==> src/rtl/core/ers_pkg.sv <==
package ers_pkg;

   localparam int SAMPLE_BITS  = 24;
   localparam int ERR_BITS     = SAMPLE_BITS + 1;
   localparam int COUNT_BITS   = 17;
   localparam int MAX_SAMPLES  = 65536;
   localparam int SUM_BITS     = 64;
   localparam int SQ_BITS      = 2 * SAMPLE_BITS + 1;
   localparam int DIV_BITS     = SUM_BITS + 16;
   localparam int SQRT_STEPS   = 32;
   localparam int LOG_FRAC     = 24;
   localparam int LOG_BITS     = 30;
   localparam int ACC_BITS     = 33;
   localparam int STEP_BITS    = 7;
   localparam int QUEUE_DEPTH  = 2;
   localparam logic [31:0] TEN_LOG10_2_Q30 = 32'd3232284966;

   localparam logic [1:0] STATUS_OK         = 2'd0;
   localparam logic [1:0] STATUS_ZERO_ERROR = 2'd1;
   localparam logic [1:0] STATUS_ZERO_RANGE = 2'd2;

   typedef struct packed {
      logic signed [SAMPLE_BITS-1:0] original_sample;
      logic signed [SAMPLE_BITS-1:0] reconstructed_sample;
      logic                          last_sample;
   } req_type;

   typedef struct packed {
      logic [31:0]                   rmse;
      logic [SAMPLE_BITS-1:0]        max_abs_error;
      logic signed [15:0]            psnr_db;
      logic signed [SAMPLE_BITS-1:0] original_min;
      logic signed [SAMPLE_BITS-1:0] original_max;
      logic [COUNT_BITS-1:0]         sample_total;
      logic [1:0]                    status;
   } rsp_type;

   typedef struct packed {
      logic [SUM_BITS-1:0]           sum_squares;
      logic [ERR_BITS-1:0]           max_error;
      logic signed [SAMPLE_BITS-1:0] min_val;
      logic signed [SAMPLE_BITS-1:0] max_val;
      logic [COUNT_BITS-1:0]         count;
   } snap_type;

   typedef struct packed {
      logic push;
      logic pop;
   } queue_ctl_type;

   typedef enum logic [3:0] {
      B_IDLE, B_DIV, B_SQRT, B_CHECK, B_LOGNORM, B_LOGSQ, B_SCALE, B_ROUND, B_OUT
   } back_state_type;

endpackage

==> src/rtl/core/ers_queue.sv <==
module ers_queue (
   input  logic                   clock,
   input  logic                   reset,
   input  ers_pkg::queue_ctl_type ctl,
   input  ers_pkg::snap_type      wr_data,
   output ers_pkg::snap_type      rd_data,
   output logic                   q_full,
   output logic                   q_empty
);
   import ers_pkg::*;

   localparam int PTR_BITS = $clog2(QUEUE_DEPTH);

   snap_type              mem_ff [QUEUE_DEPTH];
   logic [PTR_BITS-1:0]   wr_ptr_ff, rd_ptr_ff;
   logic [PTR_BITS:0]     used_ff;
   logic                  do_push, do_pop;

   assign q_full  = (used_ff == (PTR_BITS+1)'(QUEUE_DEPTH));
   assign q_empty = (used_ff == '0);
   assign do_push = ctl.push && !q_full;
   assign do_pop  = ctl.pop && !q_empty;
   assign rd_data = mem_ff[rd_ptr_ff];

   always_ff @(posedge clock) begin
      if (reset) begin
         wr_ptr_ff <= '0;
         rd_ptr_ff <= '0;
         used_ff   <= '0;
      end else begin
         if (do_push) begin
            wr_ptr_ff <= (wr_ptr_ff == PTR_BITS'(QUEUE_DEPTH-1)) ? '0 : wr_ptr_ff + 1'b1;
         end
         if (do_pop) begin
            rd_ptr_ff <= (rd_ptr_ff == PTR_BITS'(QUEUE_DEPTH-1)) ? '0 : rd_ptr_ff + 1'b1;
         end
         used_ff <= used_ff + (PTR_BITS+1)'(do_push) - (PTR_BITS+1)'(do_pop);
      end
      if (do_push) begin
         mem_ff[wr_ptr_ff] <= wr_data;
      end
   end

endmodule

==> config.mk <==
export PLATFORM = sky130hd
export DESIGN_NAME = ers_queue
export DESIGN_NICKNAME = d
export VERILOG_FILES = /design/src/rtl/core/ers_pkg.sv /design/src/rtl/core/ers_queue.sv
export SDC_FILE = /design/constraint.sdc
export NUM_CORES = 1
export LEC_CHECK = 0
export BUFFER_PORTS_ARGS = -buffer_cell sky130_fd_sc_hd__buf_2
export CORE_MARGIN = 1.5
export CORE_UTILIZATION = 52
export CTS_CLUSTER_SIZE = 24
export DETAILED_ROUTE_END_ITERATION = 12
export GPL_TIMING_DRIVEN = 0
export PLACE_DENSITY_LB_ADDON = 0.12
export SLEW_MARGIN = 20
export SYNTH_ARGS = -nofsm -noshare
export SYNTH_HDL_FRONTEND = slang
export SYNTH_SLANG_ARGS = --single-unit
==> constraint.sdc <==
create_clock -name clock -period 5.3 [get_ports clock]
set_clock_uncertainty 0.15 [all_clocks]
set_input_delay 0.53 -clock clock [delete_from_list [all_inputs] [get_ports clock]]
set_output_delay 0.53 -clock clock [all_outputs]
set_load 0.02 [all_outputs]
# After elaboration in Yosys (flattened, before gate mapping)
# Memory sizes are Yosys's and may differ from the RTL's. A register that Yosys moved wholly into a read port is not among the register bits.
# Index checks and enable logic that the tools add are counted.
# W data, S select, Z words.
classes:
  n_addsub: 4
  eq_ne: 1
  n_mux: 6
  reduce_logical: 5
ops:
  columns: ["cell", "count"]
  rows:
  - ["$mux W1", 6]
  - ["$add A1 B1 Y1 const B", 2]
  - ["$add A2 B1 Y2", 1]
  - ["$eq A2 B2 Y1 const B", 1]
  - ["$logic_and A1 B1 Y1", 2]
  - ["$logic_not A1 Y1", 2]
  - ["$logic_not A2 Y1", 1]
  - ["$sub A2 B1 Y2", 1]
word_totals:
  reg_bits: 4
  ram_bits: 308
  input_bits: 158
  output_inout_bits: 156
  elab_cells: 20
  n_memories: 1
mem_list:
  columns: ["memory", "words", "width", "read_ports", "rd_clocked_by_memory_dff", "write_ports", "line_no", "rtl"]
  rows:
  - ["mem_ff", 2, 154, 1, 1, 1, "ers_queue.sv:14", "snap_type mem_ff [QUEUE_DEPTH];"]

# Logic depth before layout (Yosys ltp)
logic_depth:
  depth_word: 5
  mapped_depth: 8
  mapped_depth_nobuf: 8

# Least setup slack after synthesis
# Ideal clock, no wire load.
synth_path:
  path_type: "input to register"
  start: "in ctl[1] (netlist name)"
  end: "mem mem_ff[1][0] (netlist name) (enable)"
  t_arrival_ns: 4.113
  t_required_ns: 4.617
  path_slack_ns: 0.504
  path_stages: 1
  cell_sequence: "and3_1"
synth_via:
  elab_chain_cells: 3
synth_rtl:
  columns: ["item", "line_no", "rtl"]
  rows:
  - ["from (decl)", "ers_queue.sv:4", "input ers_pkg::queue_ctl_type ctl,"]
  - ["$logic_and A1 B1 Y1", "ers_queue.sv:21", "assign do_push = ctl.push && !q_full;"]
  - ["$mux W1", "ers_queue.sv:39", "if (do_push) begin"]
  - ["$mux W1 (not written as such)", "ers_queue.sv:40", "mem_ff[wr_ptr_ff] <= wr_data;"]
  - ["to (decl)", "ers_queue.sv:14", null]
# Every way passes these cells.

==> metrics <==
gpl congestion=0.7370; Critical R2R Launch=used_ff[0]; setup slack, reg-to-reg=2870 ps; HPWL after DPL=14.95 mm; syn nets=666; Yosys Warn Count=0; clk buf depth=3; Post-synth EDFFs=308; cts repair resizes=0; Antenna Nets Post-Route=0; flops & latches, synth=313; RSZ-0062 raised after global routing=false; TritonCTS Buffers=31; Hold Crit Class=in -> reg; CP max stage delay=320 ps; fin worst setup slack=2724 ps; Worst slew margin=60.55%; Root Buffer=clkbuf_16; area grow syn2layout=25.84%; multi-input logic area=2082 sq um; Pint=0.005265 W; status=completed; total die area=23170 sq um; hold path cells=1; postcts setup bufs=0; Nets=1016; Finished Layout Cells=1168; Most common cell on crit path=buf_6; Initial Util=53.04%; max cap viols=0; chip height=152.2 um; clock slew seen by the registers of the worst setup and hold paths=60 ps; Detailed Route Iter0 Violations=244; Slew @ Worst Pin=591.7 ps; startpoint types=flop; ys flop type=edfxtp_1; number of port buffers=313; share of layout cells above drive strength 1=60.34%; fin crit share=48.60%; most numerous cell in the Yosys netlist=edfxtp_1; first-pass GRT wire length=32.87 mm; max-slew violations=0; placed insts=1103; WS Path Type=reg -> out; # fillers=1486; Syn Inst Count=506; setup TNS=0 ps; part of the power in combinational logic=30.3%; Core Region=21820 sq um; Worst Path Required=4620 ps; Switch Pwr=0.002226 W; num ports=314; Pre-antenna DRT Iters=4; pwr/cell area=514.2 nW/um^2; Synth area leaders=edfxtp_1, mux2_2, mux2_4; WL/cell=18.40 um; row count=54; Synth cell types=21; sequential cell fraction of total power=43.2%; die width=152.2 um; FF-to-FF path depth=5; post-synth top area share=79.90%; Num Clock Sinks=313; hold-fix buffers at CTS=0; antenna violations before repair=8; Skew-Pair Late Insertion Delay=530 ps; Mapped Area=11580 sq um; average cell area after synthesis=22.88 sq um; CP Data Arrival Time=1900 ps; vias per cell=5.027; CP max-delay cell=dfxtp_1; Hold Fails Final Rpt=0; post-layout util=66.75%; Register Area=9349 sq um; Max H-tree Level=1; Tmin final=2576 ps; Synth async-reset ratio=0%; worst reg2reg endpoint=mem_ff[0][87]; Sw Share=29.71%; CP max FO=10; TritonCTS clock tree=built; gr usage total=18.10%; Place WS=2708 ps; Max IR drop VDD=0.4548 mV; Routed Wire Length=21.49 mm; Critical Path, Cell by Cell=buf_6, buf_6, buf_6, mux2_4, buf_2; endpoints failing setup=0; Hold Path End=mem_ff[1][51]; Clock Power Share=26.5%; grt total ovfl=0; Crit. End Element=output pin; pin count of the biggest net entering global routing=79; sequential fraction of the synthesis area=80.76%; vias in the first global route=6259; cell area after layout=14570 sq um; Post-Place Cell Area=13610 sq um; Min-Delay Startpoint=wr_data[51]; FMAX=0.3882 GHz; DR vias=5872; post-route DRC violation count=0; LEAKAGE=5.603 nW; top cells by count, synth=edfxtp_1, mux2_2, mux2_4; cell taking the most area after synthesis=edfxtp_1
-- how the worst max path moves through the flow --
stage | start | to | slack (ps)
global placement | ctl[1] | mem_ff[1][141] | -1240
detailed placement | ctl[1] | mem_ff[0][81] | 2710
floorplan | ctl[1] | mem_ff[1][0] | 500
finish | flop | rd_data[94] | 2720
global route | flop | rd_data[126] | 2640
CTS | flop | rd_data[126] | 2660
-- state kept, by name (all words and copies together), names as in the netlist, named ones only --
register and cells:
wr_ptr_ff 1, rd_ptr_ff 1, mem_ff 308, used_ff 2
-- routing by layer --
layer	part of all wire (%)	global-route usage [%]	vias to the layer above
met5	0.056	0	-
met2	51	31.59	237
met3	8.8	5.745	46
met4	3.2	7.166	2
met1	37	20.76	2855
li1	-	-	2732
-- power by group through the flow --
stage                     logic, W  registers, W  clock network [W]
after global routing       0.00242       0.00326            0.00213
after CTS                  0.00231       0.00324            0.00204
after floorplan            0.00159       0.00332                  0
final                      0.00227       0.00324            0.00198
after global placement     0.00223       0.00336                  0
after detailed placement   0.00230       0.00329                  0
-- layout by cell type, fill, tap and decap left out --
master and count:
inv_8 1, clkbuf_1 10, buf_2 322, diode_2 8, buf_16 3, nor2b_1 1
clkbuf_8 3, o21a_1 1, xor2_1 1, nand2b_2 1, nor3_1 1, buf_12 1
xnor2_1 1, clkbuf_16 31, dfxtp_1 5, clkinv_1 7, clkinv_4 1, mux2_2 94
edfxtp_1 308, mux2_4 60, and2_1 1, inv_1 3, buf_6 8, nor2_1 4
a21oi_1 1, clkinv_2 4, o21ai_0 1, bufinv_16 1, nand2_1 1, ha_1 2
and3_4 1, or3_1 1
-- worst max-delay path, delay by kind of cell, from the launching register on --
kind                   cells  cell delay [ps]
multiplexers               1              320
buffers and inverters      4              710
flip-flops                 1              320
-- final cells by class --
cell class	instances	area share, %
Buffer	17	0.9276
Timing Repair Buffer	317	11.46
Sequential cell	313	64.18
Clock buffer	44	5.866
Multi-Input combinational cell	172	14.29
Clock inverter	13	0.5840
Tap cell	280	2.405
Antenna cell	8	0.1374
Inverter	4	0.1546
-- through the flow --
step           hold WS (ps)  power (W)
2_1_floorplan         301.8   0.004904
3_3_place_gp          316.7   0.005588
3_5_place_dp          347.1   0.005593
4_1_cts               2.162   0.007588
5_1_grt               2.012   0.007808
6_report              27.98   0.007491
-- cells by family after synthesis --
logic type | count (synthesis) | synth area share, %
adders and majority gates | 2 | 0.2161
and+or+nand+nor | 11 | 0.4972
xor gates and xnor gates | 2 | 0.1513
DFF | 313 | 80.76
muxes | 154 | 16.93
buffers and inverters | 21 | 1.297
AOI/OAI and AO/OA | 3 | 0.1513
Note: power is estimated with default switching activity, not from simulation.
