**src/rtl/core/ers_pkg.sv**
```systemverilog
package ers_pkg;

   localparam int SAMPLE_BITS  = 24;
   localparam int ERR_BITS     = SAMPLE_BITS + 1;
   localparam int COUNT_BITS   = 17;
   localparam int MAX_SAMPLES  = 65536;
   localparam int SUM_BITS     = 64;
   localparam int SQ_BITS      = 2 * SAMPLE_BITS + 1;
   localparam int DIV_BITS     = SUM_BITS + 16;
   localparam int SQRT_STEPS   = 32;
   localparam int LOG_FRAC     = 24;
   localparam int LOG_BITS     = 30;
   localparam int ACC_BITS     = 33;
   localparam int STEP_BITS    = 7;
   localparam int QUEUE_DEPTH  = 2;
   localparam logic [31:0] TEN_LOG10_2_Q30 = 32'd3232284966;

   localparam logic [1:0] STATUS_OK         = 2'd0;
   localparam logic [1:0] STATUS_ZERO_ERROR = 2'd1;
   localparam logic [1:0] STATUS_ZERO_RANGE = 2'd2;

   typedef struct packed {
      logic signed [SAMPLE_BITS-1:0] original_sample;
      logic signed [SAMPLE_BITS-1:0] reconstructed_sample;
      logic                          last_sample;
   } req_type;

   typedef struct packed {
      logic [31:0]                   rmse;
      logic [SAMPLE_BITS-1:0]        max_abs_error;
      logic signed [15:0]            psnr_db;
      logic signed [SAMPLE_BITS-1:0] original_min;
      logic signed [SAMPLE_BITS-1:0] original_max;
      logic [COUNT_BITS-1:0]         sample_total;
      logic [1:0]                    status;
   } rsp_type;

   typedef struct packed {
      logic [SUM_BITS-1:0]           sum_squares;
      logic [ERR_BITS-1:0]           max_error;
      logic signed [SAMPLE_BITS-1:0] min_val;
      logic signed [SAMPLE_BITS-1:0] max_val;
      logic [COUNT_BITS-1:0]         count;
   } snap_type;

   typedef struct packed {
      logic push;
      logic pop;
   } queue_ctl_type;

   typedef enum logic [3:0] {
      B_IDLE, B_DIV, B_SQRT, B_CHECK, B_LOGNORM, B_LOGSQ, B_SCALE, B_ROUND, B_OUT
   } back_state_type;

endpackage

```
**src/rtl/core/ers_front.sv**
```systemverilog
module ers_front (
   input  logic              clock,
   input  logic              reset,
   input  logic              push,
   output logic              full,
   input  ers_pkg::req_type  req_data,
   output logic              snap_push,
   output ers_pkg::snap_type snap_data,
   input  logic              snap_full
);
   import ers_pkg::*;

   logic                          s1_valid_ff;
   logic                          s1_last_ff;
   logic signed [SAMPLE_BITS-1:0] s1_a_ff;
   logic [ERR_BITS-1:0]           s1_ad_ff;
   logic [SQ_BITS-1:0]            s1_sq_ff;

   logic [SUM_BITS-1:0]           sum_ff, sum_in;
   logic [ERR_BITS-1:0]           err_ff, err_in;
   logic signed [SAMPLE_BITS-1:0] min_ff, min_in, max_ff, max_in;
   logic [COUNT_BITS-1:0]         cnt_ff, cnt_in;

   logic                          advance, accept, consume, first;
   logic signed [ERR_BITS-1:0]    diff;
   logic [ERR_BITS-1:0]           abs_diff;
   logic [2*ERR_BITS-1:0]         square;
   logic [SUM_BITS:0]             sum_wide;

   assign advance = !(s1_valid_ff && s1_last_ff && snap_full);
   assign full    = !advance;
   assign accept  = push && advance;
   assign consume = s1_valid_ff && advance;

   assign diff = {req_data.original_sample[SAMPLE_BITS-1], req_data.original_sample}
               - {req_data.reconstructed_sample[SAMPLE_BITS-1],
                  req_data.reconstructed_sample};
   assign abs_diff = diff[ERR_BITS-1] ? ERR_BITS'(-diff) : ERR_BITS'(diff);
   assign square   = abs_diff * abs_diff;

   // pipeline stage: difference and square
   always_ff @(posedge clock) begin
      if (reset) begin
         s1_valid_ff <= 1'b0;
      end else if (advance) begin
         s1_valid_ff <= push;
      end
      if (accept) begin
         s1_last_ff <= req_data.last_sample;
         s1_a_ff    <= req_data.original_sample;
         s1_ad_ff   <= abs_diff;
         s1_sq_ff   <= square[SQ_BITS-1:0];
      end
   end

   assign first    = (cnt_ff == '0);
   assign sum_wide = {1'b0, sum_ff} + (SUM_BITS+1)'(s1_sq_ff);

   always_comb begin
      sum_in = sum_wide[SUM_BITS] ? '1 : sum_wide[SUM_BITS-1:0];
      err_in = (s1_ad_ff > err_ff) ? s1_ad_ff : err_ff;
      min_in = (first || s1_a_ff < min_ff) ? s1_a_ff : min_ff;
      max_in = (first || s1_a_ff > max_ff) ? s1_a_ff : max_ff;
      cnt_in = (cnt_ff < COUNT_BITS'(MAX_SAMPLES)) ? cnt_ff + 1'b1 : cnt_ff;
   end

   assign snap_push             = consume && s1_last_ff;
   assign snap_data.sum_squares = sum_in;
   assign snap_data.max_error   = err_in;
   assign snap_data.min_val     = min_in;
   assign snap_data.max_val     = max_in;
   assign snap_data.count       = cnt_in;

   always_ff @(posedge clock) begin
      if (reset || snap_push) begin
         sum_ff <= '0;
         err_ff <= '0;
         min_ff <= '0;
         max_ff <= '0;
         cnt_ff <= '0;
      end else if (consume) begin
         sum_ff <= sum_in;
         err_ff <= err_in;
         min_ff <= min_in;
         max_ff <= max_in;
         cnt_ff <= cnt_in;
      end
   end

endmodule

```
**config.mk**
```make
export PLATFORM = sky130hd
export DESIGN_NAME = ers_front
export DESIGN_NICKNAME = d
export VERILOG_FILES = /design/src/rtl/core/ers_pkg.sv /design/src/rtl/core/ers_front.sv
export SDC_FILE = /design/constraint.sdc
export NUM_CORES = 2
export LEC_CHECK = 0
export ABC_AREA = 1
export BUFFER_PORTS_ARGS = -buffer_cell sky130_fd_sc_hd__buf_2
export CAP_MARGIN = 10
export CORE_MARGIN = 4
export CORE_UTILIZATION = 45
export CTS_CLUSTER_DIAMETER = 120
export DETAILED_ROUTE_END_ITERATION = 7
export PLACE_DENSITY = 0.73
export REMOVE_ABC_BUFFERS = 1
export SLEW_MARGIN = 20
export SYNTH_ARGS = -nofsm -noshare
export SYNTH_HDL_FRONTEND = slang
export SYNTH_SLANG_ARGS = --single-unit
export TNS_END_PERCENT = 5
```
**constraint.sdc**
```tcl
create_clock -name clock -period 8.8 [get_ports clock]
set_input_delay 0.88 -clock clock [delete_from_list [all_inputs] [get_ports clock]]
set_output_delay 0.88 -clock clock [all_outputs]
set_load 0.1 [all_outputs]
```
# Yosys cells after proc, flatten, opt, wreduce, memory -nomap -nowiden
# Cells that the tools add are included.
# totals
out_inout_bits,156
ff_bits,254
# classes
order_cmp,4
addsub,4
mul,1
n_mux,6
reduce_logical,10
# ops
op,n
adder 64 x 49 -> 65 bit,1
2-to-1 mux 64 bit,1
2-to-1 mux 25 bit,2
multiplier 25 x 25 -> 49 bit,1
2-to-1 mux 24 bit,2
> comparator 25 bit,1
negator 25 bit,1
subtractor 24 x 24 -> 25 bit,1
> comparator 24 bit,1
less-than comparator 24 bit,1
adder 17 x 1 -> 17 bit (second input constant),1
zero test 17 bit,1
less-than comparator 17 bit (second input constant),1
2-to-1 mux 17 bit,1
logical AND 1 bit,5
logical OR 1 bit,3
zero test 1 bit,1

# Depth between registers and ports, before layout
# depth
word_depth,6
ltp_mapped,48
ltp_nobuf,47

# Least setup slack after synthesis
# OpenSTA, ideal clock, no wires.
# synth_path
path_type,input -> register
startpoint,input req_data[25] in the netlist's numbering
endpoint,register s1_sq_ff[43] (data pin)
stages,45
arrival_ps,8553
required_time_ps,8542
setup_ps,258
path_slack_ps,-12
path_cell_list,inv_1 > ha_1 > fa_1 > inv_1 > nand3_1 > nand2_1 > nand2_1 > nand2_1 > nand2_1 > nand2_1 > nand2_1 > nand2_1 > nand2_1 > nand2_2 > inv_2 > buf_6 > o21ai_0 > nand2_1 > [9 not listed] > fa_1 > inv_1 > fa_1 > inv_1 > fa_1 > inv_1 > fa_1 > ha_1 > nand2_1 > nor4_1 > inv_1 > o21ai_0 > a21oi_1 > o21ai_0 > nand3_1 > nand2_1 > a21oi_1 > xnor2_1
# synth_via
elab_chain_cells,4
# synth_lines
item,line_no,rtl
from (decl),ers_front.sv:6,"input ers_pkg::req_type req_data,"
subtractor 24 x 24 -> 25 bit (*),ers_front.sv:36,"- {req_data.reconstructed_sample[SAMPLE_BITS-1],"
negator 25 bit,ers_front.sv:38,assign abs_diff = diff[ERR_BITS-1] ? ERR_BITS'(-diff) : ERR_BITS'(diff);
2-to-1 mux 25 bit (*),ers_front.sv:38,
multiplier 25 x 25 -> 49 bit (*),ers_front.sv:39,assign square = abs_diff * abs_diff;
via square[43],ers_front.sv:27,logic [2*ERR_BITS-1:0] square;
to (signal assigned),ers_front.sv:52,s1_sq_ff <= square[SQ_BITS-1:0];
to (decl),ers_front.sv:17,logic [SQ_BITS-1:0] s1_sq_ff;
# Mark *: on every way through the listed nets, which the timed path passes. The rest lies on a longest branch.
# A chain may end at the register's enable or synchronous reset.

# Final worst setup path
# layout_path
startpoint,input req_data[1] in the netlist's numbering
endpoint,register s1_sq_ff[40] (data pin)
# layout_via
elab_chain_cells,4
# layout_lines
item,line_no,rtl
subtractor 24 x 24 -> 25 bit (*),ers_front.sv:36,
negator 25 bit,ers_front.sv:38,
2-to-1 mux 25 bit (*),ers_front.sv:38,
via abs_diff[18],ers_front.sv:26,logic [ERR_BITS-1:0] abs_diff;
multiplier 25 x 25 -> 49 bit (*),ers_front.sv:39,
via square[40],ers_front.sv:27,
# Marked as above.

==> reports/metrics.csv <==
stage;metric;value;unit
flow_run;drv_cap;0;
synth;synth-seq-cells;252;
floorplan;coreArea;79100;sq um
synth;yosys_warnings;0;
global_route;grt_max_degree;94;
sta;setup_viol_count_final;0;
synth;syn_area;36000;sq um
synth;synth.largest_area_cell;fa_1;
critical_path;critPathRequiredTime;9.13;ns
critical_path;cp_slowest_cell;fa_2;
finish;nNetsFinal;6311;
sta;fmax;114;MHz
sta;finalSetupTns;0;ns
cts;clock_latency;0.59;ns
route;dr.pass1.iters;6;
synth;ys_seq_area_share;16.7;%
floorplan;initial_core_util;45.5;%
place;dpl_worst_slack;-0.905;ns
global_route;grt_pass1_wl;182000;microns
route;avgViaCountPerCell;5.27;
cts;clockRootBuffer;clkbuf_16;
cts;clk_pin_slew_worst_paths;0.06;ns
sta;max_slew_margin;31.6;%
synth;synth_enable_flop_cells;97;
critical_path;max_stage_delay;0.61;ns
global_route;grt_antenna_before_repair;0;
finish;diodes;0;
critical_path;cp_common_cell;fa_1;
cts;cts_tree;yes;
place;port_buffers;208;
critical_path;crit_fanout;6;
cts;cts_buffers;30;
critical_path;crit_buf_inv;10;
route;drc;0;
synth;yosysUniqueCellTypes;53;
sta;fin_worst_skew;0.0220;ns
global_route;grt_usage;26.5;%
floorplan;row_count;103;
finish;fin_cells;6539;
critical_path;cp.arrival;9.06;ns
synth;syn_avg_cell_area;7.55;sq um
route;vias;34434;
finish;fillers;7146;
sta;fin_crit_sh;99.2;%
critical_path;worstSetupPathType;in -> reg;
finish;drive_gt1_share;20.0;%
cts;cts_buffer_depth;3;
place;routabilityCongestion;0.992;
sta;hold-worst-slack;0.476;ns
synth;synth_ff_type;dfxtp_1;
floorplan;boundaryPins;209;
critical_path;startpoint_type;primary input;
sta;worst_slack;0.0660;ns
cts;h-tree-depth;1;
route;drt_iter0_drc;3023;
run_status;outcome;finished clean;
floorplan;die_h;291;microns
global_route;grt-ovfl-total;0;
cts;cts_sinks;252;
sta;maxSlewViolCount;0;
floorplan;die_w;291;microns
sta;rsz0062_at_grt;yes;
synth;ys_async_sr_fraction;0;%
synth;netlist_instances;4767;
place;place_inst;6445;
sta;worst_pin_slew;1.02;ns
global_route;grt_pass1_vias;34822;
route;routed_wl;115000;microns
critical_path;critical-path-top-delay-family;adder cells;
route;drtAntennaViolNets;0;
synth;yosys.area.top_type_share;26.1;%
critical_path;crit_path_end_kind;flip-flop;
sta;hold_viol_final;0;
floorplan;die_area;84600;sq um
route;wl_per_cell;17.5;microns
finish;area_growth;23.2;%
synth;synthTopCellsByArea;fa_1, inv_1, ha_1;
place;dpl.hpwl;93900;microns
hold_path;hp-class;in -> reg;
sta;period_needed;8.73;ns
==> state kept, by name, indices dropped and copies added (netlist names) <==
signal / cells
cnt_ff: 17
err_ff: 25
max_ff: 24
min_ff: 24
s1_a_ff: 24
s1_ad_ff: 25
s1_last_ff: 1
s1_sq_ff: 47
s1_valid_ff: 1
sum_ff: 64
==> cells in the final DEF, fill, tap and decap left out, types with 50 or more instances in the layout <==
cell type,Yosys,final
nand2_1,810,775
buf_2,32,207
edfxtp_1,97,97
nor2_1,495,434
o21ai_0,214,195
a21oi_1,291,270
nor2_2,8,50
xor2_1,57,55
buf_4,7,528
nand3_1,247,238
dfxtp_1,155,155
nand4_1,51,51
fa_1,469,460
ha_1,324,304
inv_1,1110,1085
==> synthesized netlist by cell type (3+ instances only) <==
| library cell | number |
|---|---|
| nand2_2 | 17 |
| o21bai_1 | 12 |
| o21ai_0 | 214 |
| and3_1 | 7 |
| a21o_1 | 20 |
| dfxtp_1 | 155 |
| xor2_1 | 57 |
| inv_1 | 1110 |
| nand3_1 | 247 |
| nor2_1 | 495 |
| a211oi_1 | 10 |
| nor2_4 | 7 |
| ha_1 | 324 |
| a221oi_1 | 3 |
| edfxtp_1 | 97 |
| a31oi_1 | 48 |
| o221ai_1 | 4 |
| buf_1 | 5 |
| xnor2_1 | 37 |
| buf_4 | 7 |
| buf_6 | 4 |
| fa_1 | 469 |
| nand4_1 | 51 |
| o21a_1 | 11 |
| buf_2 | 32 |
| a21boi_0 | 5 |
| nor3_1 | 34 |
| or2_2 | 9 |
| clkbuf_1 | 68 |
| clkinv_1 | 3 |
| o2111ai_1 | 5 |
| nand3b_1 | 18 |
| inv_2 | 17 |
| a21oi_1 | 291 |
| o21ai_1 | 8 |
| nand2_1 | 810 |
| nor4_1 | 14 |
| o211ai_1 | 10 |
| nand3_2 | 4 |
| nor2_2 | 8 |
==> worst register-to-register path, delay by kind of cell (launching register included) <==
| family | cells | cell delay (ns) |
|---|---|---|
| buffers and inverters | 2 | 0.68 |
| AND/OR/NAND/NOR | 6 | 1.02 |
| AO/OA/AOI/OAI | 5 | 1.32 |
| adder cells (fa/ha/maj) | 2 | 0.48 |
| flip-flops | 1 | 0.45 |
==> kinds of logic (layout without fill, tap and decap cells) <==
group                    after synthesis  after routing  synth area share [%]
AO/OA/AOI/OAI                        649            649                  9.91
XOR/XNOR                              98             98                  2.53
AND/OR/NAND/NOR                     1727           1727                  20.2
adder cells (fa/ha/maj)              793            793                  37.3
buffers and inverters               1246           1952                  13.3
flip-flops                           252            252                  16.7
other                                  2             18                0.0209
==> timing repair <==
item,in CTS,in global routing
hold buffers,0,0
cloned,0,0
endpoints found under the setup margin,17,30
gates resized for setup,25,284
setup buffers,1,36
pin swaps,1,110
==> area by class of cell <==
type / instances / area, sq um / area share, %
Clock inverter: 20 / 201 / 0.454
Timing Repair Buffer: 766 / 5470 / 12.3
Sequential cell: 252 / 6020 / 13.6
Clock buffer: 36 / 803 / 1.81
Tap cell: 1050 / 1310 / 2.96
Multi-Input combinational cell: 3285 / 26300 / 59.3
Inverter: 1130 / 4280 / 9.64
==> stage by stage <==
step | utilization (%) | area, sq um
after floorplan | - | 35500
after global placement | 52.9 | 41900
after detailed placement | 52.9 | 41900
after CTS | 54.3 | 43000
after global routing | 56.1 | 44400
final | 56.1 | 44400
==> metal layers <==
metal  routed length (microns)  vias to the layer above  global-route usage (%)
li1                          -                    16191                       -
met1                     47900                    16624                    36.0
met2                     54200                     1367                    44.6
met3                      8690                      252                    3.19
met4                      3930                        0                    7.81
met5                         0                        -                       0
==> final timing paths <==
check,from,endpoint,slack (ns),cells past startpoint
worst max register to register,s1_ad_ff[0]$_DFFE_PP_,sum_ff[43]$_SDFFE_PP0P_,4.74,15
worst min-delay path,req_data[0],s1_last_ff$_DFFE_PP_,0.48,1
worst min register to register,cnt_ff[1]$_SDFFE_PP0P_,cnt_ff[1]$_SDFFE_PP0P_,0.53,2
worst max-delay path,req_data[1],s1_sq_ff[40]$_DFFE_PP_,0.07,40
Power is not shown: default switching activity piles up to over one toggle a cycle in this logic, so the estimate is an artifact.
