$ cat src/rtl/core/ers_pkg.sv
package ers_pkg;

   localparam int SAMPLE_BITS  = 24;
   localparam int ERR_BITS     = SAMPLE_BITS + 1;
   localparam int COUNT_BITS   = 17;
   localparam int MAX_SAMPLES  = 65536;
   localparam int SUM_BITS     = 64;
   localparam int SQ_BITS      = 2 * SAMPLE_BITS + 1;
   localparam int DIV_BITS     = SUM_BITS + 16;
   localparam int SQRT_STEPS   = 32;
   localparam int LOG_FRAC     = 24;
   localparam int LOG_BITS     = 30;
   localparam int ACC_BITS     = 33;
   localparam int STEP_BITS    = 7;
   localparam int QUEUE_DEPTH  = 2;
   localparam logic [31:0] TEN_LOG10_2_Q30 = 32'd3232284966;

   localparam logic [1:0] STATUS_OK         = 2'd0;
   localparam logic [1:0] STATUS_ZERO_ERROR = 2'd1;
   localparam logic [1:0] STATUS_ZERO_RANGE = 2'd2;

   typedef struct packed {
      logic signed [SAMPLE_BITS-1:0] original_sample;
      logic signed [SAMPLE_BITS-1:0] reconstructed_sample;
      logic                          last_sample;
   } req_type;

   typedef struct packed {
      logic [31:0]                   rmse;
      logic [SAMPLE_BITS-1:0]        max_abs_error;
      logic signed [15:0]            psnr_db;
      logic signed [SAMPLE_BITS-1:0] original_min;
      logic signed [SAMPLE_BITS-1:0] original_max;
      logic [COUNT_BITS-1:0]         sample_total;
      logic [1:0]                    status;
   } rsp_type;

   typedef struct packed {
      logic [SUM_BITS-1:0]           sum_squares;
      logic [ERR_BITS-1:0]           max_error;
      logic signed [SAMPLE_BITS-1:0] min_val;
      logic signed [SAMPLE_BITS-1:0] max_val;
      logic [COUNT_BITS-1:0]         count;
   } snap_type;

   typedef struct packed {
      logic push;
      logic pop;
   } queue_ctl_type;

   typedef enum logic [3:0] {
      B_IDLE, B_DIV, B_SQRT, B_CHECK, B_LOGNORM, B_LOGSQ, B_SCALE, B_ROUND, B_OUT
   } back_state_type;

endpackage

$ cat src/rtl/core/ers_back.sv
module ers_back (
   input  logic              clock,
   input  logic              reset,
   input  ers_pkg::snap_type snap_data,
   input  logic              snap_empty,
   output logic              snap_pop,
   output logic              empty,
   input  logic              pop,
   output ers_pkg::rsp_type  rsp_data
);
   import ers_pkg::*;

   back_state_type state_ff, state_in;

   snap_type              snap_ff;
   logic [STEP_BITS-1:0]  step_ff;
   logic [COUNT_BITS-1:0] rem_ff;
   logic [DIV_BITS-1:0]   dvd_ff;
   logic [SUM_BITS-1:0]   sv_ff, sr_ff, sb_ff;
   logic [SUM_BITS-1:0]   lv_ff;
   logic [5:0]            le_ff;
   logic [31:0]           lm_ff;
   logic [LOG_FRAC-1:0]   lf_ff;
   logic [1:0]            lsel_ff;
   logic signed [ACC_BITS-1:0] dacc_ff;
   logic [63:0]           prod_ff;
   logic [31:0]           rmse_ff;
   logic signed [15:0]    psnr_ff;
   logic [1:0]            status_ff;
   logic                  out_valid_ff;
   rsp_type               rsp_ff;

   logic                  out_load, div_last, sqrt_last, log_last, sat;
   logic [COUNT_BITS:0]   rem_sh;
   logic                  div_ge;
   logic [COUNT_BITS-1:0] rem_next;
   logic [DIV_BITS-1:0]   dvd_next;
   logic [SUM_BITS-1:0]   trial, sv_next, sr_next;
   logic                  sqrt_ok;
   logic [63:0]           sq_prod;
   logic [ERR_BITS-1:0]   range;
   logic [ACC_BITS-1:0]   log_val;
   logic signed [ACC_BITS-1:0] dacc_next;
   logic [31:0]           mag;
   logic [63:0]           rounded;

   assign div_last  = (step_ff == STEP_BITS'(DIV_BITS-1));
   assign sqrt_last = (step_ff == STEP_BITS'(SQRT_STEPS-1));
   assign log_last  = (step_ff == STEP_BITS'(LOG_FRAC-1));

   // restoring divide, one quotient bit per cycle
   assign rem_sh   = {rem_ff, dvd_ff[DIV_BITS-1]};
   assign div_ge   = (rem_sh >= {1'b0, snap_ff.count});
   assign rem_next = div_ge ? COUNT_BITS'(rem_sh - {1'b0, snap_ff.count})
                            : rem_sh[COUNT_BITS-1:0];
   assign dvd_next = {dvd_ff[DIV_BITS-2:0], div_ge};
   assign sat      = (dvd_next[DIV_BITS-1:SUM_BITS] != '0);

   // integer square root, one result bit per cycle
   assign trial   = sr_ff + sb_ff;
   assign sqrt_ok = (sv_ff >= trial);
   assign sv_next = sqrt_ok ? sv_ff - trial : sv_ff;
   assign sr_next = sqrt_ok ? (sr_ff >> 1) + sb_ff : (sr_ff >> 1);

   assign range = {snap_ff.max_val[SAMPLE_BITS-1], snap_ff.max_val}
                - {snap_ff.min_val[SAMPLE_BITS-1], snap_ff.min_val};

   assign sq_prod = lm_ff * lm_ff;
   assign log_val = ACC_BITS'({le_ff, lf_ff[LOG_FRAC-2:0], sq_prod[63]});

   always_comb begin
      case (lsel_ff)
         2'd0:    dacc_next = dacc_ff + $signed(log_val << 1);
         2'd1:    dacc_next = dacc_ff + $signed(log_val);
         default: dacc_next = dacc_ff - $signed(log_val);
      endcase
   end

   assign mag     = dacc_ff[ACC_BITS-1] ? 32'(-dacc_ff) : 32'(dacc_ff);
   assign rounded = (prod_ff + 64'(1) * (64'd1 << 45)) >> 46;

   // next state
   always_comb begin
      state_in = state_ff;
      case (state_ff)
         B_IDLE:    if (!snap_empty) state_in = B_DIV;
         B_DIV:     if (div_last) state_in = sat ? B_CHECK : B_SQRT;
         B_SQRT:    if (sqrt_last) state_in = B_CHECK;
         B_CHECK: begin
            if (range == '0 || snap_ff.sum_squares == '0) begin
               state_in = B_OUT;
            end else begin
               state_in = B_LOGNORM;
            end
         end
         B_LOGNORM: if (lv_ff[SUM_BITS-1]) state_in = B_LOGSQ;
         B_LOGSQ: begin
            if (log_last) state_in = (lsel_ff == 2'd2) ? B_SCALE : B_LOGNORM;
         end
         B_SCALE:   state_in = B_ROUND;
         B_ROUND:   state_in = B_OUT;
         B_OUT:     if (!out_valid_ff || pop) state_in = B_IDLE;
         default:   state_in = B_IDLE;
      endcase
   end

   // control outputs
   always_comb begin
      snap_pop = 1'b0;
      out_load = 1'b0;
      case (state_ff)
         B_IDLE:  snap_pop = !snap_empty;
         B_OUT:   out_load = !out_valid_ff || pop;
         default: begin
            snap_pop = 1'b0;
            out_load = 1'b0;
         end
      endcase
   end

   always_ff @(posedge clock) begin
      if (reset) begin
         state_ff     <= B_IDLE;
         out_valid_ff <= 1'b0;
      end else begin
         state_ff <= state_in;
         if (out_load) begin
            out_valid_ff <= 1'b1;
         end else if (pop) begin
            out_valid_ff <= 1'b0;
         end
      end
   end

   always_ff @(posedge clock) begin
      case (state_ff)
         B_IDLE: begin
            snap_ff <= snap_data;
            rem_ff  <= '0;
            dvd_ff  <= {snap_data.sum_squares, 16'd0};
            step_ff <= '0;
         end
         B_DIV: begin
            rem_ff  <= rem_next;
            dvd_ff  <= dvd_next;
            step_ff <= step_ff + 1'b1;
            if (div_last) begin
               step_ff <= '0;
               rmse_ff <= '1;
               sv_ff   <= dvd_next[SUM_BITS-1:0];
               sr_ff   <= '0;
               sb_ff   <= SUM_BITS'(1) << (SUM_BITS - 2);
            end
         end
         B_SQRT: begin
            sv_ff   <= sv_next;
            sr_ff   <= sr_next;
            sb_ff   <= sb_ff >> 2;
            step_ff <= step_ff + 1'b1;
            if (sqrt_last) begin
               rmse_ff <= sr_next[31:0];
            end
         end
         B_CHECK: begin
            lsel_ff <= 2'd0;
            dacc_ff <= '0;
            lv_ff   <= SUM_BITS'(range);
            le_ff   <= 6'd63;
            step_ff <= '0;
            if (range == '0) begin
               status_ff <= STATUS_ZERO_RANGE;
               psnr_ff   <= '0;
            end else if (snap_ff.sum_squares == '0) begin
               status_ff <= STATUS_ZERO_ERROR;
               psnr_ff   <= 16'sd32767;
            end else begin
               status_ff <= STATUS_OK;
            end
         end
         B_LOGNORM: begin
            if (lv_ff[SUM_BITS-1]) begin
               lm_ff   <= lv_ff[SUM_BITS-1:32];
               lf_ff   <= '0;
               step_ff <= '0;
            end else begin
               lv_ff <= lv_ff << 1;
               le_ff <= le_ff - 1'b1;
            end
         end
         B_LOGSQ: begin
            lm_ff   <= sq_prod[63] ? sq_prod[63:32] : sq_prod[62:31];
            lf_ff   <= {lf_ff[LOG_FRAC-2:0], sq_prod[63]};
            step_ff <= step_ff + 1'b1;
            if (log_last) begin
               dacc_ff <= dacc_next;
               lsel_ff <= lsel_ff + 1'b1;
               le_ff   <= 6'd63;
               case (lsel_ff)
                  2'd0:    lv_ff <= SUM_BITS'(snap_ff.count);
                  default: lv_ff <= snap_ff.sum_squares;
               endcase
            end
         end
         B_SCALE: begin
            prod_ff <= 64'(mag) * 64'(TEN_LOG10_2_Q30);
         end
         B_ROUND: begin
            if (dacc_ff[ACC_BITS-1]) begin
               psnr_ff <= (rounded > 64'd32768) ? -16'sd32768 : 16'(-rounded);
            end else begin
               psnr_ff <= (rounded > 64'd32767) ? 16'sd32767 : 16'(rounded);
            end
         end
         default: begin
            step_ff <= step_ff;
         end
      endcase
      if (out_load) begin
         rsp_ff.rmse          <= rmse_ff;
         rsp_ff.max_abs_error <= snap_ff.max_error[ERR_BITS-1]
                                 ? '1 : snap_ff.max_error[SAMPLE_BITS-1:0];
         rsp_ff.psnr_db       <= psnr_ff;
         rsp_ff.original_min  <= snap_ff.min_val;
         rsp_ff.original_max  <= snap_ff.max_val;
         rsp_ff.sample_total  <= snap_ff.count;
         rsp_ff.status        <= status_ff;
      end
   end

   assign empty    = !out_valid_ff;
   assign rsp_data = rsp_ff;

endmodule

$ cat config.mk
export PLATFORM = sky130hd
export DESIGN_NAME = ers_back
export DESIGN_NICKNAME = d
export VERILOG_FILES = /design/src/rtl/core/ers_pkg.sv /design/src/rtl/core/ers_back.sv
export SDC_FILE = /design/constraint.sdc
export NUM_CORES = 2
export LEC_CHECK = 0
export BUFFER_PORTS_ARGS = -buffer_cell sky130_fd_sc_hd__buf_2
export CORE_ASPECT_RATIO = 1.75
export CORE_MARGIN = 2
export CORE_UTILIZATION = 42
export DETAILED_ROUTE_END_ITERATION = 8
export GPL_TIMING_DRIVEN = 0
export MAX_ROUTING_LAYER = met4
export PLACE_DENSITY = 0.68
export SYNTH_ARGS = -nofsm -noshare
export SYNTH_HDL_FRONTEND = slang
export SYNTH_SLANG_ARGS = --single-unit
$ cat constraint.sdc
create_clock -name clock -period 21.6 [get_ports clock]
set_clock_uncertainty 0.2 [all_clocks]
set_input_delay 4.32 -clock clock [delete_from_list [all_inputs] [get_ports clock]]
set_output_delay 4.32 -clock clock [all_outputs]
set_load 0.05 [all_outputs]
; After elaboration in Yosys (flattened, before gate mapping)
; Cells that the tools add are included.
[totals]
word_cells = 158
output_inout_bits = 141
regBits = 867
[op_classes]
mux = 56
n_eq_ne = 22
order_cmp = 4
add_sub_neg = 14
n_reduce_logical = 29
mul = 2
[op_table]
columns = operator, count
row1 = two-way mux 64 bit, 8
row2 = case mux 64 bit (2 select lines), 3
row3 = case mux 64 bit (3 select lines), 1
row4 = two-way mux 32 bit, 5
row5 = case mux 80 bit (2 select lines), 1
row6 = case mux 33 bit (2 select lines), 2
row7 = case mux 32 bit (2 select lines), 2
row8 = two-way mux 16 bit, 5
row9 = adder 63 x 64 -> 64 bit, 1
row10 = adder 64 x 46 -> 64 bit (second input constant), 1
row11 = adder 64 bit, 1
row12 = >= comparator 64 bit, 1
row13 = zero test 64 bit, 1
row14 = multiplier 32 x 32 -> 64 bit, 1
row15 = subtractor 64 bit, 1
row16 = multiplier 32 x 31 -> 63 bit (second input constant), 1
row17 = case mux 23 bit (2 select lines), 1
row18 = case mux 4 bit (9 select lines), 1
row19 = case mux 17 bit (2 select lines), 1
row20 = adder 33 x 31 -> 33 bit, 1
row21 = adder 33 x 32 -> 33 bit, 1
row22 = two-way mux 33 bit, 1
row23 = subtractor 33 x 31 -> 33 bit, 1
row24 = negator 32 bit, 1
row25 = 43 further kinds, 84

; Longest topological paths before layout
[logic_depth]
ltp_word = 5
mapped_depth = 47

; Worst setup path before layout
; No wires, ideal clock.
[synth_timing]
kind = flip-flop to output port
from = register state_ff[2]
to = output snap_pop
slack_ns = 0.466
t_required_ns = 17.080
t_arrival_ns = 16.614
path_stages_with_launch = 4
cell_sequence = dfxtp_1 > clkbuf_1 > nor4_1 > nor2b_1
[synth_via]
elab_chain_cells = 2
[synth_rtl]
columns = element, line_no
row1 = from (decl), ers_back.sv:13  ; back_state_type state_ff, state_in;
row2 = from (signal assigned), ers_back.sv:126  ; state_ff <= state_in;
row3 = zero test 4 bit, ers_back.sv:111  ; case (state_ff)
row4 = two-way mux 1 bit, ers_back.sv:111
row5 = to (decl), ers_back.sv:6  ; output logic snap_pop,
; No other way between the ends.

; Worst setup path in the final report
[layout_timing]
from = register lm_ff[4]
to = register dacc_ff[30], data pin
[layout_via]
elab_chain_cells = 5
word_cells_on_any_way = 7
cone_classes = add/sub: 3 / mul: 1 / mux: 3
[layout_rtl]
columns = element, line_no
row1 = from (decl), ers_back.sv:22  ; logic [31:0] lm_ff;
row2 = from (signal assigned), ers_back.sv:182  ; lm_ff <= lv_ff[SUM_BITS-1:32];
row3 = from (signal assigned), ers_back.sv:191  ; lm_ff <= sq_prod[63] ? sq_prod[63:32] : sq_prod[62:31];
row4 = multiplier 32 x 32 -> 64 bit *, ers_back.sv:68  ; assign sq_prod = lm_ff * lm_ff;
row5 = subtractor 33 x 31 -> 33 bit (tied with other cells), ers_back.sv:75  ; default: dacc_next = dacc_ff - $signed(log_val);
row6 = case mux 33 bit (2 select lines) *, ers_back.sv:72  ; case (lsel_ff)
row7 = two-way mux 33 bit *, ers_back.sv:194  ; if (log_last) begin
row8 = case mux 33 bit (2 select lines) *, ers_back.sv:136  ; case (state_ff)
row9 = to (signal assigned), ers_back.sv:195  ; dacc_ff <= dacc_next;
row10 = to (decl), ers_back.sv:25  ; logic signed [ACC_BITS-1:0] dacc_ff;
; Every way passes the cells marked *; elsewhere a longest branch is shown, timed or not. The select of a mux whose other input is x is not followed.
; A chain may end at the register's enable or synchronous reset.

==> Flow_metrics.wiki <==
{| class="wikitable"
! Metric !! Value
|-
| Status || completed
|-
| Grt total ovfl || 0
|-
| Final Hold Viols || 0
|-
| Total Nets Final || 10890
|-
| Transition at the pin with the smallest max-transition slack || 1461 ps
|-
| Metal3 WL || 14360 um
|-
| Post-layout minimum cycle time || 15400 ps
|-
| Data required time at the worst endpoint || 21940 ps
|-
| Launch instance of the worst min-delay path || rmse_ff[12]
|-
| Classification of the worst-slack hold path || reg -> reg
|-
| Number of maximum-capacitance violations || 0
|-
| Final-report max-slew violation count || 0
|-
| Worst hold path stage count || 0
|-
| Largest net degree at the start of global routing || 70
|-
| Cell Rows || 218
|-
| Post-detailed-placement half-perimeter wirelength || 235300 um
|-
| Total area of sequential cells || 23700 um^2
|-
| Drt wl/cell || 24.45 um
|-
| Mapped Avg Cell Area || 10.09 um^2
|-
| Sink count of the clock tree || 791
|-
| Number of warning messages in the yosys log || 0
|-
| Metal2 WL || 147000 um
|-
| Total of fill cells in the finished design || 18980
|-
| Number of enable flip-flop cells after synthesis || 786
|-
| Worst Hold Endpoint || rsp_data[119]
|-
| Number of global-route vias before repair || 69700
|-
| Post-Syn Nets || 10480
|-
| Fmax || 64.92 MHz
|-
| Capture instance of the worst register-to-register path || dacc_ff[30]
|-
| Floorplan die area || 205800 um^2
|-
| Primary flip-flop cell chosen by synthesis mapping || edfxtp_1
|-
| Number of cells on the worst reg-to-reg path || 42
|-
| Cell family contributing the most delay on the critical path || adder cells
|-
| Library cells used by synthesis || 93
|-
| FFs w/ async S/R, synth || 0%
|-
| Relative area change from synthesis to final layout || 9.193%
|-
| Slowest cell on the critical path || clkbuf_1
|-
| Most common cell type on the critical path || fa_1
|-
| First-pass GRT wire length || 420600 um
|-
| Buffer depth of the longest clock path || 3
|-
| Post-Synthesis Cells || 8410
|-
| Sum of buffers and inverters on the critical path || 7
|-
| Critical path start-end classification || reg -> reg
|-
| R2R setup slack || 6200 ps
|-
| DRT Pass-1 Iters || 6
|-
| RSZ-0062 raised after global routing || no
|-
| TritonCTS clock tree || built
|-
| Overall global routing resource usage || 28.41%
|-
| Period Utilization, post-route || 71.32%
|-
| Clock network latency to the later pin of the worst-skew pair || 680 ps
|-
| Post-DRT Antenna Nets || 0
|-
| CTS resizes || 0
|-
| Height of the chip || 598.7 um
|-
| Register bit total from synthesis || 791
|-
| Initial Utilization || 42.16%
|-
| Residual DRC count || 0
|-
| Total setup violations reported at the end of the flow || 0
|-
| Worst Setup Start Kind || flop
|-
| WL final || 282200 um
|-
| # H-tree levels || 3
|-
| Antenna violations before repair || 27
|-
| Critical path arrival || 15750 ps
|-
| Clock-pin slew reported for the worst setup and hold paths after clock tree synthesis || 80 ps
|-
| Vias after detailed routing || 64300
|-
| Total area of multi-input combinational cells || 54500 um^2
|-
| Max Used Layer || met4
|-
| Hold-fix buffers at CTS || 0
|-
| PnR worst setup slack || 6196 ps
|-
| Vias per inst || 5.571
|-
| Endpoint type of the worst setup path || flop
|-
| Max-slew headroom || 1.916%
|-
| Pre-CTS worst setup slack || 6463 ps
|-
| Number of setup buffers added after CTS || 0
|-
| Cell area after technology mapping || 84880 um^2
|-
| Clock root buffer || clkbuf_16
|-
| Share of the yosys chip area belonging to registers || 27.93%
|-
| Layout cell share with drive strength beyond 1 || 6.415%
|-
| Reg-to-Reg Start || lm_ff[4]
|-
| Final weighted congestion in routability-driven placement || 1.033
|-
| Top-level I/O count || 299
|-
| Starting DRT DRC Count || 4349
|-
| Count of port buffers added during placement || 298
|-
| Core Area || 201300 um^2
|-
| Chip Width || 343.8 um
|-
| Largest incremental delay on the critical path || 950 ps
|-
| Met1 Routed Length || 89610 um
|-
| Maximum net fanout on the critical path || 10
|-
| Number of buffers created by CTS || 68
|}
[stage by stage]
stage / cells / TNS [ps] / utilization (%) / area [um^2] / hold WS (ps)
2_1_floorplan: 8410 / 0 / - / 84880 / 200.3
3_3_place_gp: 11350 / -287430 / 44.55 / 89670 / 203.5
3_5_place_dp: 11390 / 0 / 44.83 / 90240 / 205.1
4_1_cts: 11510 / 0 / 46.00 / 92600 / 215.8
5_1_grt: 11530 / 0 / 46.03 / 92660 / 213.9
6_report: 11540 / 0 / 46.04 / 92680 / 211.9
[sequential cells by signal, summed over array words and instances (netlist names)]
| name | count |
|---|---|
| snap_ff | 154 |
| rsp_data | 139 |
| dvd_ff | 80 |
| lv_ff | 64 |
| sr_ff | 64 |
| sv_ff | 64 |
| dacc_ff | 33 |
| lm_ff | 32 |
| rmse_ff | 32 |
| sb_ff | 32 |
| lf_ff | 23 |
| prod_ff | 19 |
| rem_ff | 17 |
| psnr_ff | 16 |
| step_ff | 7 |
| le_ff | 6 |
| state_ff | 4 |
| lsel_ff | 2 |
| status_ff | 2 |
| out_valid_ff | 1 |
[layer usage]
metal / up-vias / global-route usage, %
li1: 28650 / -
met1: 31900 / 26.57
met2: 2536 / 50.54
met3: 1212 / 3.682
met4: 0 / 25.00
met5: - / -
[worst max-delay path by stage]
| stage | cells after the start | startpoint | endpoint | slack (ps) |
|---|---|---|---|---|
| 2_1_floorplan | 3 | state_ff[2] | snap_pop | 470 |
| 3_3_place_gp | 4 | state_ff[0] | snap_pop | -6180 |
| 3_5_place_dp | 41 | lm_ff[19] | dacc_ff[32] | 6460 |
| 4_1_cts | 41 | lm_ff[19] | dacc_ff[32] | 6410 |
| 5_1_grt | 41 | lm_ff[19] | dacc_ff[32] | 5640 |
| 6_report | 42 | lm_ff[4] | dacc_ff[30] | 6200 |
[logic make-up after synthesis]
group                      synth area share [%]
and+or+nand+nor                           11.79
DFF                                       27.93
buffers and inverters                     7.955
muxes                                    0.5956
xor gates and xnor gates                  4.384
AOI/OAI and AO/OA                         10.04
adders and majority gates                 37.31
[cells in the final DEF (no fill, tap or decap), types with 69 or more instances in the layout]
cell type	synthesis	final
inv_1	1517	1517
fa_1	1028	1028
nand2_1	925	924
ha_1	886	886
edfxtp_1	786	786
nor2_1	379	378
a21oi_1	329	328
buf_2	14	313
o21ai_0	285	281
clkbuf_1	239	249
and2_1	247	246
xnor2_1	215	215
xor2_1	208	208
a21o_1	156	156
a31oi_1	95	95
nand3_1	87	87
and3_1	83	83
nor2b_1	71	70
clkbuf_16	0	69
[synth_stat cells (all sizes together), types with 20 or more instances]
cell type     n  area (um^2)
inv        1518         5698
fa         1028        20580
nand2       925         3472
ha          886        11090
edfxtp      786        23600
nor2        379         1423
a21oi       331         1672
o21ai       289         1450
and2        251         1573
clkbuf      239        897.1
xnor2       216         1899
xor2        208         1822
a21o        156         1171
a31oi        95        594.3
nand3        87        435.4
and3         83        519.3
nor2b        71        444.2
nor3         70        350.3
nand4        65        412.9
nand2b       62        387.9
o21bai       57        427.9
mux2i        46        460.4
a22o         42        367.9
a211oi       41        312.8
o21a         40        300.3
nor4         37        231.5
or2          37        231.5
a31o         32        280.3
buf          31        152.6
or3          26        163.9
o31ai        22        165.2
o211ai       20        150.1
[final cells by class]
class / instances / area share (%)
flip-flops and latches: 791 / 25.58
multi-input cells: 5830 / 58.80
well taps: 2640 / 3.564
clock inverters: 43 / 0.6170
inverters: 1519 / 6.152
diodes: 32 / 0.08640
repair buffers: 336 / 2.143
plain buffers: 270 / 1.137
clock buffers: 81 / 1.922
Power is not shown: default switching activity piles up to over one toggle a cycle in this logic, so the estimate is an artifact.
